==> config.mk <==
export PLATFORM = sky130hd
export DESIGN_NAME = keysym_to_terminal_escape_encoder
export DESIGN_NICKNAME = d
export VERILOG_FILES = /design/src/rtl/core/kste_pkg.sv /design/src/rtl/core/kste_encoder.sv /design/src/rtl/core/keysym_to_terminal_escape_encoder.sv
export SDC_FILE = /design/constraint.sdc
export NUM_CORES = 1
export LEC_CHECK = 0
export BUFFER_PORTS_ARGS = -buffer_cell sky130_fd_sc_hd__buf_2
export CORE_AREA = 2 2 167 169
export CTS_CLUSTER_SIZE = 14
export DETAILED_ROUTE_END_ITERATION = 16
export DIE_AREA = 0 0 169 171
export GPL_TIMING_DRIVEN = 0
export HOLD_SLACK_MARGIN = 0.06
export SYNTH_ARGS = -nofsm -noshare
export SYNTH_HDL_FRONTEND = slang
export SYNTH_SLANG_ARGS = --single-unit
==> constraint.sdc <==
create_clock -name clk -period 9.84 [get_ports clk]
set_input_delay 0.984 -clock clk [delete_from_list [all_inputs] [get_ports clk]]
set_output_delay 0.984 -clock clk [all_outputs]
set_load 0.02 [all_outputs]
==> src/rtl/core/kste_pkg.sv <==
// Shared types and constants for the keysym to terminal escape encoder.
package kste_pkg;

    // Longest byte sequence for one key
    localparam int unsigned SEQ_MAX = 7;
    localparam int unsigned LEN_W   = 3;

    // Configuration register indexes
    localparam logic [1:0] CFG_SHIFT_MASK   = 2'd0;
    localparam logic [1:0] CFG_ALT_MASK     = 2'd1;
    localparam logic [1:0] CFG_CONTROL_MASK = 2'd2;

    typedef enum logic [1:0] {
        STATUS_BYTE   = 2'd0,
        STATUS_NONE   = 2'd1,
        STATUS_NOCONV = 2'd2
    } status_t;

    // Input transaction
    typedef struct packed {
        logic [28:0] key_symbol;
        logic [7:0]  modifier_state;
        logic        cursor_app_mode;
        logic        newline_mode;
    } key_item_t;

    // Output transaction
    typedef struct packed {
        logic [7:0] out_byte;
        logic       last;
        status_t    status;
    } key_result_t;

    // Modifier masks
    typedef struct packed {
        logic [7:0] shift_mask;
        logic [7:0] alt_mask;
        logic [7:0] control_mask;
    } kste_cfg_t;

    // Whole encoded sequence for one key
    typedef struct packed {
        logic [SEQ_MAX-1:0][7:0] bytes;
        logic [LEN_W-1:0]        len;
        status_t                 status;
    } kste_seq_t;

endpackage

==> src/rtl/core/kste_encoder.sv <==
// Combinational encoder: one registered key item to its full byte sequence.
module kste_encoder
    import kste_pkg::*;
(
    input  key_item_t item,
    input  kste_cfg_t cfg,
    output kste_seq_t seq
);

    localparam logic [7:0] CH_ESC    = 8'h1B;
    localparam logic [7:0] CH_LBRACK = 8'h5B;
    localparam logic [7:0] CH_SS3    = 8'h4F;
    localparam logic [7:0] CH_TILDE  = 8'h7E;
    localparam logic [7:0] CH_SEMI   = 8'h3B;
    localparam logic [7:0] CH_ZERO   = 8'h30;

    localparam logic [28:0] KS_BACKSPACE = 29'h0FF08;
    localparam logic [28:0] KS_TAB       = 29'h0FF09;
    localparam logic [28:0] KS_LINEFEED  = 29'h0FF0A;
    localparam logic [28:0] KS_CLEAR     = 29'h0FF0B;
    localparam logic [28:0] KS_RETURN    = 29'h0FF0D;
    localparam logic [28:0] KS_PAUSE     = 29'h0FF13;
    localparam logic [28:0] KS_SCROLL    = 29'h0FF14;
    localparam logic [28:0] KS_SYSREQ    = 29'h0FF15;
    localparam logic [28:0] KS_ESCAPE    = 29'h0FF1B;
    localparam logic [28:0] KS_HOME      = 29'h0FF50;
    localparam logic [28:0] KS_LEFT      = 29'h0FF51;
    localparam logic [28:0] KS_UP        = 29'h0FF52;
    localparam logic [28:0] KS_RIGHT     = 29'h0FF53;
    localparam logic [28:0] KS_DOWN      = 29'h0FF54;
    localparam logic [28:0] KS_PRIOR     = 29'h0FF55;
    localparam logic [28:0] KS_NEXT      = 29'h0FF56;
    localparam logic [28:0] KS_END       = 29'h0FF57;
    localparam logic [28:0] KS_INSERT    = 29'h0FF63;
    localparam logic [28:0] KS_DELETE    = 29'h0FFFF;
    localparam logic [28:0] KS_KP_SPACE  = 29'h0FF80;
    localparam logic [28:0] KS_KP_TAB    = 29'h0FF89;
    localparam logic [28:0] KS_KP_ENTER  = 29'h0FF8D;
    localparam logic [28:0] KS_KP_LEFT   = 29'h0FF96;
    localparam logic [28:0] KS_KP_UP     = 29'h0FF97;
    localparam logic [28:0] KS_KP_RIGHT  = 29'h0FF98;
    localparam logic [28:0] KS_KP_DOWN   = 29'h0FF99;
    localparam logic [28:0] KS_KP_EQUAL  = 29'h0FFBD;
    localparam logic [28:0] KS_KP_MUL    = 29'h0FFAA;
    localparam logic [28:0] KS_KP_ADD    = 29'h0FFAB;
    localparam logic [28:0] KS_KP_SEP    = 29'h0FFAC;
    localparam logic [28:0] KS_KP_SUB    = 29'h0FFAD;
    localparam logic [28:0] KS_KP_DEC    = 29'h0FFAE;
    localparam logic [28:0] KS_KP_DIV    = 29'h0FFAF;
    localparam logic [28:0] KS_KP_0      = 29'h0FFB0;
    localparam logic [28:0] KS_KP_9      = 29'h0FFB9;
    localparam logic [28:0] KS_F1        = 29'h0FFBE;
    localparam logic [28:0] KS_F2        = 29'h0FFBF;
    localparam logic [28:0] KS_F3        = 29'h0FFC0;
    localparam logic [28:0] KS_F4        = 29'h0FFC1;
    localparam logic [28:0] KS_F5        = 29'h0FFC2;
    localparam logic [28:0] KS_F6        = 29'h0FFC3;
    localparam logic [28:0] KS_F7        = 29'h0FFC4;
    localparam logic [28:0] KS_F8        = 29'h0FFC5;
    localparam logic [28:0] KS_F9        = 29'h0FFC6;
    localparam logic [28:0] KS_F10       = 29'h0FFC7;
    localparam logic [28:0] KS_F11       = 29'h0FFC8;
    localparam logic [28:0] KS_F12       = 29'h0FFC9;
    localparam logic [28:0] KS_SHIFT_L   = 29'h0FFE1;
    localparam logic [28:0] KS_SHIFT_R   = 29'h0FFE2;
    localparam logic [28:0] KS_CTRL_L    = 29'h0FFE3;
    localparam logic [28:0] KS_CTRL_R    = 29'h0FFE4;
    localparam logic [28:0] KS_META_L    = 29'h0FFE7;
    localparam logic [28:0] KS_META_R    = 29'h0FFE8;
    localparam logic [28:0] KS_ALT_L     = 29'h0FFE9;
    localparam logic [28:0] KS_ALT_R     = 29'h0FFEA;
    localparam logic [28:0] KS_SUPER_L   = 29'h0FFEB;
    localparam logic [28:0] KS_SUPER_R   = 29'h0FFEC;
    localparam logic [28:0] KS_HYPER_L   = 29'h0FFED;
    localparam logic [28:0] KS_HYPER_R   = 29'h0FFEE;

    // Append one byte
    function automatic kste_seq_t put(input kste_seq_t s, input logic [7:0] b);
        kste_seq_t r;
        r = s;
        r.bytes[r.len] = b;
        r.len = r.len + 3'd1;
        return r;
    endfunction

    // Append a decimal number of at most two digits (num <= 24)
    function automatic kste_seq_t put_dec(input kste_seq_t s, input logic [4:0] num);
        kste_seq_t  r;
        logic [4:0] ones;
        r = s;
        if (num >= 5'd20)
        begin
            r = put(r, 8'h32);
            ones = num - 5'd20;
        end
        else if (num >= 5'd10)
        begin
            r = put(r, 8'h31);
            ones = num - 5'd10;
        end
        else
        begin
            ones = num;
        end
        r = put(r, CH_ZERO + {3'b000, ones});
        return r;
    endfunction

    // ESC [ num ; m fin with modifiers, else ESC intro [num] fin
    function automatic kste_seq_t key_seq(input logic [7:0] intro, input logic [4:0] num,
                                          input logic [2:0] m, input logic [7:0] fin);
        kste_seq_t r;
        r = '0;
        r = put(r, CH_ESC);
        if (m != 3'd0)
        begin
            r = put(r, CH_LBRACK);
            r = put_dec(r, num);
            r = put(r, CH_SEMI);
            r = put(r, CH_ZERO + {5'b00000, m} + 8'd1);
        end
        else
        begin
            r = put(r, intro);
            if (fin == CH_TILDE)
            begin
                r = put_dec(r, num);
            end
        end
        r = put(r, fin);
        return r;
    endfunction

    logic [28:0] ks;
    logic [2:0]  m;
    logic [7:0]  intro;
    logic        arrow;
    logic [7:0]  arrow_fin;
    logic [28:0] pk;
    logic [28:0] cp_wide;
    logic [20:0] cp;
    logic        utf;
    logic        plain_noconv;
    kste_seq_t   plain_seq;
    kste_seq_t   main_seq;
    logic        main_noconv;

    // Modifier number bits: control, alt, shift
    assign m = {|(item.modifier_state & cfg.control_mask),
                |(item.modifier_state & cfg.alt_mask),
                |(item.modifier_state & cfg.shift_mask)};

    assign intro = item.cursor_app_mode ? CH_SS3 : CH_LBRACK;

    // Keypad folding
    always_comb
    begin
        unique case (item.key_symbol)
            KS_KP_SPACE: ks = 29'h20;
            KS_KP_TAB:   ks = KS_TAB;
            KS_KP_ENTER: ks = KS_RETURN;
            KS_KP_LEFT:  ks = KS_LEFT;
            KS_KP_UP:    ks = KS_UP;
            KS_KP_RIGHT: ks = KS_RIGHT;
            KS_KP_DOWN:  ks = KS_DOWN;
            KS_KP_EQUAL: ks = 29'h3D;
            KS_KP_MUL:   ks = 29'h2A;
            KS_KP_ADD:   ks = 29'h2B;
            KS_KP_SEP:   ks = 29'h2E;
            KS_KP_SUB:   ks = 29'h2D;
            KS_KP_DEC:   ks = 29'h2E;
            KS_KP_DIV:   ks = 29'h2F;
            default:
            begin
                if (item.key_symbol >= KS_KP_0 && item.key_symbol <= KS_KP_9)
                begin
                    ks = 29'h30 + {25'd0, item.key_symbol[3:0]};
                end
                else
                begin
                    ks = item.key_symbol;
                end
            end
        endcase
    end

    // Cursor keys honor the cursor mode
    always_comb
    begin
        arrow = 1'b1;
        unique case (ks)
            KS_LEFT:  arrow_fin = 8'h44;
            KS_RIGHT: arrow_fin = 8'h43;
            KS_UP:    arrow_fin = 8'h41;
            KS_DOWN:  arrow_fin = 8'h42;
            KS_HOME:  arrow_fin = 8'h48;
            KS_END:   arrow_fin = 8'h46;
            default:
            begin
                arrow = 1'b0;
                arrow_fin = 8'h00;
            end
        endcase
    end

    // Plain keys: control folding, alt high bit, single byte or UTF-8; cursor keys get their escape sequence
    always_comb
    begin
        pk = ks;
        utf = 1'b1;
        plain_noconv = 1'b0;
        cp = '0;
        cp_wide = '0;
        plain_seq = '0;
        if (m[2])
        begin
            if (pk >= 29'h33 && pk <= 29'h37)
            begin
                pk = {24'd0, pk[4:0]} + 29'd8;
            end
            if (!((pk >= 29'h21 && pk <= 29'h2F) || (pk >= 29'h38 && pk <= 29'h3F) ||
                  (pk >= 29'h30 && pk <= 29'h32)))
            begin
                pk = pk & 29'h1F;
            end
            else if (pk == 29'h32)
            begin
                pk = 29'h00;
            end
            else if (pk == 29'h2F)
            begin
                pk = 29'h1F;
            end
            else if (pk == 29'h38 || pk == 29'h3F)
            begin
                pk = 29'h7F;
            end
        end
        if (m[1])
        begin
            pk = pk | 29'h80;
            utf = 1'b0;
        end

        if (arrow)
        begin
            plain_seq = key_seq(intro, 5'd1, m, arrow_fin);
        end
        else if (pk < 29'h80 || (!utf && pk < 29'h100))
        begin
            plain_seq = put(plain_seq, pk[7:0]);
        end
        else
        begin
            // Latin-1 passes as is, direct Unicode drops its marker bit
            if (pk >= 29'hA0 && pk <= 29'hFF)
            begin
                cp = pk[20:0];
            end
            else if (pk >= 29'h0100_0100 && pk <= 29'h0110_FFFF)
            begin
                cp_wide = pk - 29'h0100_0000;
                cp = cp_wide[20:0];
            end
            else
            begin
                plain_noconv = 1'b1;
            end
            if (cp >= 21'h0D800 && cp <= 21'h0DFFF)
            begin
                plain_noconv = 1'b1;
            end
            if (!plain_noconv)
            begin
                if (cp < 21'h800)
                begin
                    plain_seq = put(plain_seq, 8'hC0 | {3'b000, cp[10:6]});
                    plain_seq = put(plain_seq, 8'h80 | {2'b00, cp[5:0]});
                end
                else if (cp < 21'h10000)
                begin
                    plain_seq = put(plain_seq, 8'hE0 | {4'h0, cp[15:12]});
                    plain_seq = put(plain_seq, 8'h80 | {2'b00, cp[11:6]});
                    plain_seq = put(plain_seq, 8'h80 | {2'b00, cp[5:0]});
                end
                else
                begin
                    plain_seq = put(plain_seq, 8'hF0 | {5'b00000, cp[20:18]});
                    plain_seq = put(plain_seq, 8'h80 | {2'b00, cp[17:12]});
                    plain_seq = put(plain_seq, 8'h80 | {2'b00, cp[11:6]});
                    plain_seq = put(plain_seq, 8'h80 | {2'b00, cp[5:0]});
                end
            end
        end
    end

    // Special keys
    always_comb
    begin
        main_seq = '0;
        main_noconv = 1'b0;
        unique case (ks)
            KS_BACKSPACE:
            begin
                if (m[1])
                begin
                    main_seq = put(main_seq, CH_ESC);
                end
                main_seq = put(main_seq, 8'h7F);
            end
            KS_TAB, KS_LINEFEED, KS_CLEAR, KS_PAUSE, KS_SCROLL, KS_SYSREQ, KS_ESCAPE:
            begin
                main_seq = put(main_seq, {1'b0, ks[6:0]});
            end
            KS_RETURN:
            begin
                main_seq = put(main_seq, 8'h0D);
                if (item.newline_mode)
                begin
                    main_seq = put(main_seq, 8'h0A);
                end
            end
            KS_SHIFT_L, KS_SHIFT_R, KS_CTRL_L, KS_CTRL_R, KS_META_L, KS_META_R,
            KS_ALT_L, KS_ALT_R, KS_SUPER_L, KS_SUPER_R, KS_HYPER_L, KS_HYPER_R:
            begin
                main_seq = '0;
            end
            KS_INSERT: main_seq = key_seq(CH_LBRACK, 5'd2, m, CH_TILDE);
            KS_DELETE: main_seq = key_seq(CH_LBRACK, 5'd3, m, CH_TILDE);
            KS_PRIOR:  main_seq = key_seq(CH_LBRACK, 5'd5, m, CH_TILDE);
            KS_NEXT:   main_seq = key_seq(CH_LBRACK, 5'd6, m, CH_TILDE);
            KS_F1:     main_seq = key_seq(CH_SS3, 5'd1, m, 8'h50);
            KS_F2:     main_seq = key_seq(CH_SS3, 5'd1, m, 8'h51);
            KS_F3:     main_seq = key_seq(CH_SS3, 5'd1, m, 8'h52);
            KS_F4:     main_seq = key_seq(CH_SS3, 5'd1, m, 8'h53);
            KS_F5:     main_seq = key_seq(CH_LBRACK, 5'd15, m, CH_TILDE);
            KS_F6:     main_seq = key_seq(CH_LBRACK, 5'd17, m, CH_TILDE);
            KS_F7:     main_seq = key_seq(CH_LBRACK, 5'd18, m, CH_TILDE);
            KS_F8:     main_seq = key_seq(CH_LBRACK, 5'd19, m, CH_TILDE);
            KS_F9:     main_seq = key_seq(CH_LBRACK, 5'd20, m, CH_TILDE);
            KS_F10:    main_seq = key_seq(CH_LBRACK, 5'd21, m, CH_TILDE);
            // F11 sends 23, as xterm does
            KS_F11:    main_seq = key_seq(CH_LBRACK, 5'd23, m, CH_TILDE);
            KS_F12:    main_seq = key_seq(CH_LBRACK, 5'd24, m, CH_TILDE);
            default:
            begin
                main_seq = plain_seq;
                main_noconv = plain_noconv;
            end
        endcase
    end

    // Final status
    always_comb
    begin
        seq = main_seq;
        if (main_noconv)
        begin
            seq.status = STATUS_NOCONV;
        end
        else if (main_seq.len == '0)
        begin
            seq.status = STATUS_NONE;
        end
        else
        begin
            seq.status = STATUS_BYTE;
        end
    end

endmodule

==> src/rtl/core/keysym_to_terminal_escape_encoder.sv <==
// Top level: config registers, input register, encoder and byte serializer.
//
//  channel  | handshake                     | payload
//  ---------+-------------------------------+---------------------------------
//  command  | start in, busy out            | cmd (key_item_t)
//  result   | result_valid out (strobe)     | result (key_result_t)
//  config   | cfg_write in                  | cfg_index, cfg_data
//
// A command is taken into the input register, encoded in one pass and loaded
// into the output shift register, which sends one byte per cycle; a key gives 1 to 7
// results, set by the length of its sequence. The next command is
// taken while the current sequence goes out; busy rises only when the input
// register is full and the serializer has more than its last byte to send.
// Reset clears the valid flags and sets the masks to shift 1, alt 8, control 4.
// The receiver cannot stall: each result strobe lasts exactly one cycle.
module keysym_to_terminal_escape_encoder
    import kste_pkg::*;
(
    input  logic        clk,
    input  logic        rst_n,
    input  logic        start,
    output logic        busy,
    input  key_item_t   cmd,
    input  logic        cfg_write,
    input  logic [1:0]  cfg_index,
    input  logic [7:0]  cfg_data,
    output logic        result_valid,
    output key_result_t result
);

    kste_cfg_t                cfg_reg;
    key_item_t                item_reg;
    logic                     item_valid_reg;
    logic                     item_valid_next;
    logic [SEQ_MAX-1:0][7:0]  buf_reg;
    logic [SEQ_MAX-1:0][7:0]  buf_next;
    logic [LEN_W-1:0]         rem_reg;
    logic [LEN_W-1:0]         rem_next;
    status_t                  status_reg;
    status_t                  status_next;
    logic                     out_valid_reg;
    logic                     out_valid_next;
    kste_seq_t                enc_seq;
    logic                     accept;
    logic                     load;
    logic                     ser_free;

    // Configuration registers
    always_ff @(posedge clk or negedge rst_n)
    begin
        if (!rst_n)
        begin
            cfg_reg.shift_mask   <= 8'd1;
            cfg_reg.alt_mask     <= 8'd8;
            cfg_reg.control_mask <= 8'd4;
        end
        else if (cfg_write)
        begin
            unique case (cfg_index)
                CFG_SHIFT_MASK:   cfg_reg.shift_mask   <= cfg_data;
                CFG_ALT_MASK:     cfg_reg.alt_mask     <= cfg_data;
                CFG_CONTROL_MASK: cfg_reg.control_mask <= cfg_data;
                default:          cfg_reg <= cfg_reg;
            endcase
        end
    end

    // Handshake control
    assign ser_free = !out_valid_reg || (rem_reg == 3'd1);
    assign load     = item_valid_reg && ser_free;
    assign busy     = item_valid_reg && !ser_free;
    assign accept   = start && !busy;

    assign item_valid_next = accept ? 1'b1 : (load ? 1'b0 : item_valid_reg);

    // Input register
    always_ff @(posedge clk or negedge rst_n)
    begin
        if (!rst_n)
        begin
            item_valid_reg <= 1'b0;
        end
        else
        begin
            item_valid_reg <= item_valid_next;
        end
    end

    always_ff @(posedge clk)
    begin
        if (accept)
        begin
            item_reg <= cmd;
        end
    end

    kste_encoder u_encoder (
        .item (item_reg),
        .cfg  (cfg_reg),
        .seq  (enc_seq)
    );

    // Serializer next state: load a new sequence or shift out one byte
    always_comb
    begin
        buf_next       = buf_reg;
        rem_next       = rem_reg;
        status_next    = status_reg;
        out_valid_next = out_valid_reg;
        if (load)
        begin
            out_valid_next = 1'b1;
            status_next    = enc_seq.status;
            if (enc_seq.status == STATUS_BYTE)
            begin
                buf_next = enc_seq.bytes;
                rem_next = enc_seq.len;
            end
            else
            begin
                buf_next = '0;
                rem_next = 3'd1;
            end
        end
        else if (out_valid_reg)
        begin
            if (rem_reg == 3'd1)
            begin
                out_valid_next = 1'b0;
            end
            else
            begin
                buf_next = {8'h00, buf_reg[SEQ_MAX-1:1]};
                rem_next = rem_reg - 3'd1;
            end
        end
    end

    always_ff @(posedge clk or negedge rst_n)
    begin
        if (!rst_n)
        begin
            out_valid_reg <= 1'b0;
            rem_reg       <= '0;
        end
        else
        begin
            out_valid_reg <= out_valid_next;
            rem_reg       <= rem_next;
        end
    end

    always_ff @(posedge clk)
    begin
        buf_reg    <= buf_next;
        status_reg <= status_next;
    end

    // Result port
    assign result_valid    = out_valid_reg;
    assign result.out_byte = buf_reg[0];
    assign result.last     = (rem_reg == 3'd1);
    assign result.status   = status_reg;

endmodule

# Word level (Yosys, flattened, before mapping)
# Cells that the tools add are included.
word_totals:
  reg_bits: 126
  output_inout_bits: 13
  wordCells: 737
classes:
  addsub: 86
  magnitude_cmp: 120
  eq_ne: 66
  n_mux: 281
  n_bitwise: 78
  reduce_logical: 88
op_table:
  columns: ["op", "n"]
  rows:
  - ["$mux W61", 51]
  - ["$eq A29 B16 Y1 const B", 57]
  - ["$bwmux W56", 25]
  - ["$pmux W61 S20", 1]
  - ["$demux W8 S3", 50]
  - ["$or A42 B42 Y42", 12]
  - ["$mux W8", 51]
  - ["$pmux W29 S13", 1]
  - ["$mux W45", 8]
  - ["$or A35 B35 Y35", 8]
  - ["$mux W5", 53]
  - ["$mux W29", 9]
  - ["$mux W56", 4]
  - ["$add A6 B5 Y7 const A", 30]
  - ["$lt A3 B4 Y1 const B", 50]
  - ["$and A14 B14 Y14", 12]
  - ["$and A21 B21 Y21", 8]
  - ["$not A14 Y14", 12]
  - ["$not A21 Y21", 8]
  - ["$add A3 B1 Y3 const B", 50]
  - ["$ge A3 B1 Y1 const B", 50]
  - ["$eq A29 B6 Y1 const B", 4]
  - ["$ge A29 B6 Y1 const B", 4]
  - ["$le A29 B6 Y1 const B", 4]
  - ["58 further kinds", 157]

# Depth between registers and ports, before layout
logic_depth:
  word_depth: 37
  mapped_depth: 22

# By module
# From an unflattened synthesis, not the netlist that was laid out.
hier_totals:
  hier_cells: 814
  area_unflattened_um2: 8146.6
by_module_without_submodules:
  columns: ["mod", "instances", "cells_per_inst", "area_per_inst_um2", "seq_area_each_um2"]
  rows:
  - ["keysym_to_terminal_escape_encoder", 1, 259, 4735.8, 3642.2]
  - ["kste_encoder", 1, 555, 3410.8, 0.0]

# Least setup slack after synthesis
# No wires, ideal clock.
synth_timing:
  kind: "reg2reg"
  startpoint: "register item_reg[30] (netlist name)"
  endpoint: "register buf_reg[12] (netlist name), data pin"
  setup_time_ns: 0.257
  t_arrival_ns: 4.438
  required_ns: 9.583
  slack_ns: 5.146
  stages_incl_launch_ff: 23
  path_cell_list: "edfxtp_1 > nor4_4 > and4_1 > buf_2 > and2_4 > buf_8 > o21ai_4 > o21ai_2 > buf_6 > clkbuf_1 > ha_1 > nor2_1 > nor2_1 > nand3_1 > a2111o_1 > a221oi_1 > o31a_1 > o21ai_1 > a21o_1 > and3_1 > buf_6 > buf_6 > a32o_1"
synth_rtl:
  columns: ["element", "line_no", "text"]
  rows:
  - ["start: declaration", "keysym_to_terminal_escape_encoder.sv:32", "key_item_t item_reg;"]
  - ["start signal: assignment", "keysym_to_terminal_escape_encoder.sv:93", "item_reg <= cmd;"]
  - ["end signal: assignment", "keysym_to_terminal_escape_encoder.sv:155", "buf_reg <= buf_next;"]
  - ["end: declaration", "keysym_to_terminal_escape_encoder.sv:35", "logic [SEQ_MAX-1:0][7:0] buf_reg;"]

==> impl_results.md <==
- H-tree levels: 4
- Power Dens Cells: 262 nW/µm²
- Die Ht: 171 µm
- Sequential fraction of the synthesis area: 0.419
- Post-synthesis async set-or-reset flop share: 0.248
- Initial Util: 0.294
- Clock Skew: 10.5 ps
- Crit-path cells: nor4_4, nand2_1, a21oi_1, o21ai_4, o21ai_2, buf_6, clkbuf_1, ha_1, nor2_1, nor2_1, nand3_1, a2111o_1, a221oi_1, o31a_1, o21ai_1, a21o_1, nand3_1, clkbuf_1, o21ai_0
- PnR worst setup slack: 3480 ps
- Vias per cell: 6.10
- Nets: 997
- Final Core Density: 0.345
- Pre-antenna DRT Iters: 5
- Fmax: 157 MHz
- Slew HR: 0.0703
- Area contributors post-synth: edfxtp_1 33%, dfrtp_1 8.1%, nand2_1 4.5%
- Placed Cells: 1264
- Critical path type: register to register
- Setup WS pre-CTS: 3580 ps
- Fin. max-slew vios: 0
- # Max-Cap Violations: 0
- Area of the mapped netlist: 8040 µm²
- Reg-to-reg critical path endpoint: buf_reg[44]$_DFFE_PP_
- Stages on the worst setup path: 19
- Gate Count Post-Synth: 852
- Final Power: 2470 µW
- GRT Residual Overflow: 0
- Crit. End Element: register
- Fin cells: 1296
- CTS Buffer Depth: 2
- Chip width: 169 µm
- Yosys warnings: 0
- Syn Nets: 912
- Synth top area share: 0.329
- CP max FO: 10
- Number of global-route vias before repair: 7260
- Netlist cell types: 97
- RSZ-0062 raised after global routing: no
- Critical Path AT: 6500 ps
- Period utilisation layout: 0.647
- Hold Vio Cnt, Final: 0
- IO Port Bufs: 65
- Clock Sinks: 117
- GRT Overall Usage: 0.203
- CTS buffer count: 17
- Layout cell share with drive strength beyond 1: 0.202
- Critical Path Max Stage Delay: 750 ps
- Io pins: 66
- Final Setup Violations: 0
- WP data required: 9980 ps
- Status: finished clean
- Worst min-delay path category: register to register
- Num rows: 61
- IR Drop Worst-Case VDD: 0.118 mV
- Count of state elements after synthesis: 117
- CP Launch Type: register
- Total number of vias: 7908
- Number of flops mapped to enable cells by yosys: 88
- Worst Tran Pin Value: 1380 ps
- Drt total wl: 29.5 mm
- Mean Syn Cell Area: 9.44 µm²
- Post-CTS Hold Fix Bufs: 0
- DP Wirelength: 22.5 mm
- Leading area contributor after synthesis: edfxtp_1
- Delay-heaviest family, CP: compound AO/OA/AOI/OAI gates
- Clk Latency, worst-skew pair: 420 ps
- Crit Reg-Reg Startpoint: item_reg[10]$_DFFE_PP_
- DR WL/cell: 22.7 µm
- Initial DRC Count: 1104
- Synth top cells by count: 96 x nand2_1, 88 x edfxtp_1, 60 x nor2_1
- Post-cts repair resize count: 0
- Reg clk slew, reported paths: 60 ps
- Worst hold path depth: 1
- CP max-delay cell: nor4_4
- Post-route DRC: 0
- P_leak: 0.00344 µW
- Buffers and inverters on the worst path: 3
- Largest net degree at the start of global routing: 40
- Initial antenna violation count: 1
- CTS root buffer: clkbuf_16
- # diodes: 0
- CP Capture Point: buf_reg[44]$_DFFE_PP_
- Min cycle time layout: 6360 ps
- Synth Flop Type: edfxtp_1
- Routed Antenna Nets: 0
- Most frequent cell after synthesis: nand2_1
- Area Growth Syn to Fin: 17.1%
- CP Launch Point: item_reg[10]$_DFFE_PP_
- Die area: 28900 µm²
- Filler cells: 2821
- Global-route wire length before repair: 44.5 mm
- CTS tree: yes
- Setup TNS Final: 0 ps
- R2r setup slk: 3480 ps
- Worst R2R Path Depth: 19
- Core area: 27300 µm²
- Post-CTS setup repair buffer count: 0
- RePlAce Congestion: 1.01
-- cell type report --
class,instances,area [µm²],share of cell area
buffer,55,313,0.0332
clock buffer,20,479,0.0509
clock inverter,12,114,0.0121
inverter,16,60.1,0.00638
multi-input combinational,664,4300,0.457
sequential,117,3370,0.358
tap,346,433,0.0460
timing repair buffer,66,345,0.0367
-- power breakdown --
group	switching [µW]	leakage (µW)	internal, µW	total, µW
registers	83.5	0.00127	737	821
logic	717	0.00187	317	1030
clock network	236	0.000296	380	616
total	1040	0.00344	1430	2470
-- cell usage in the layout (no fill, tap or decap), types with 8 or more instances in the layout --
cell type  count
o21a_1         8
edfxtp_1      88
o211ai_1      16
a22oi_1       20
buf_2         75
inv_1         13
buf_4         10
nand4_1       11
nand3_1       34
o31ai_1       15
a211oi_1      13
clkbuf_16     19
a32o_1        13
dfrtp_1       26
a21oi_1       57
nand2b_1      14
or3_1         12
nor4_1         8
o21ai_0       52
nor2_1        60
nand2_1       96
nor3_1        24
a31oi_1       19
clkbuf_1      28
mux2_2        24
-- routing by layer --
| layer | vias up | routed length [µm] | track usage |
|---|---|---|---|
| li1 | 3512 | - | - |
| met1 | 3767 | 12500 | 0.280 |
| met2 | 540 | 12900 | 0.301 |
| met3 | 87 | 2940 | 0.0504 |
| met4 | 2 | 1080 | 0.0884 |
| met5 | - | 13 | 0 |
-- kinds of logic (layout without fill, tap and decap cells) --
group | after synthesis | after routing | share of synthesized area
DFF | 117 | 117 | 0.419
muxes | 25 | 25 | 0.0348
buffers and inverters | 71 | 169 | 0.0464
AOI/OAI and AO/OA | 309 | 309 | 0.279
adders and majority gates | 7 | 7 | 0.0109
xor gates and xnor gates | 3 | 3 | 0.00327
and+or+nand+nor | 320 | 320 | 0.207
-- through the flow --
step | hold slack, ps | cell area, µm²
3_5_place_dp | 497 | 8830
3_3_place_gp | 489 | 8800
2_1_floorplan | 480 | 8040
4_1_cts | 510 | 9420
5_1_grt | 527 | 9420
6_report | 508 | 9420
-- how the worst min path moves through the flow --
stage,start,to
3_3_place_gp,cfg_reg[0]$_DFFE_PN0P_,cfg_reg[0]$_DFFE_PN0P_
3_5_place_dp,cfg_reg[10]$_DFFE_PN0P_,cfg_reg[10]$_DFFE_PN0P_
2_1_floorplan,cfg_reg[0]$_DFFE_PN0P_,cfg_reg[0]$_DFFE_PN0P_
4_1_cts,cfg_reg[10]$_DFFE_PN0P_,cfg_reg[10]$_DFFE_PN0P_
6_report,cfg_reg[13]$_DFFE_PN0P_,cfg_reg[13]$_DFFE_PN0P_
5_1_grt,cfg_reg[19]$_DFFE_PN0P_,cfg_reg[19]$_DFFE_PN0P_
(Power assumes the default switching activity.)
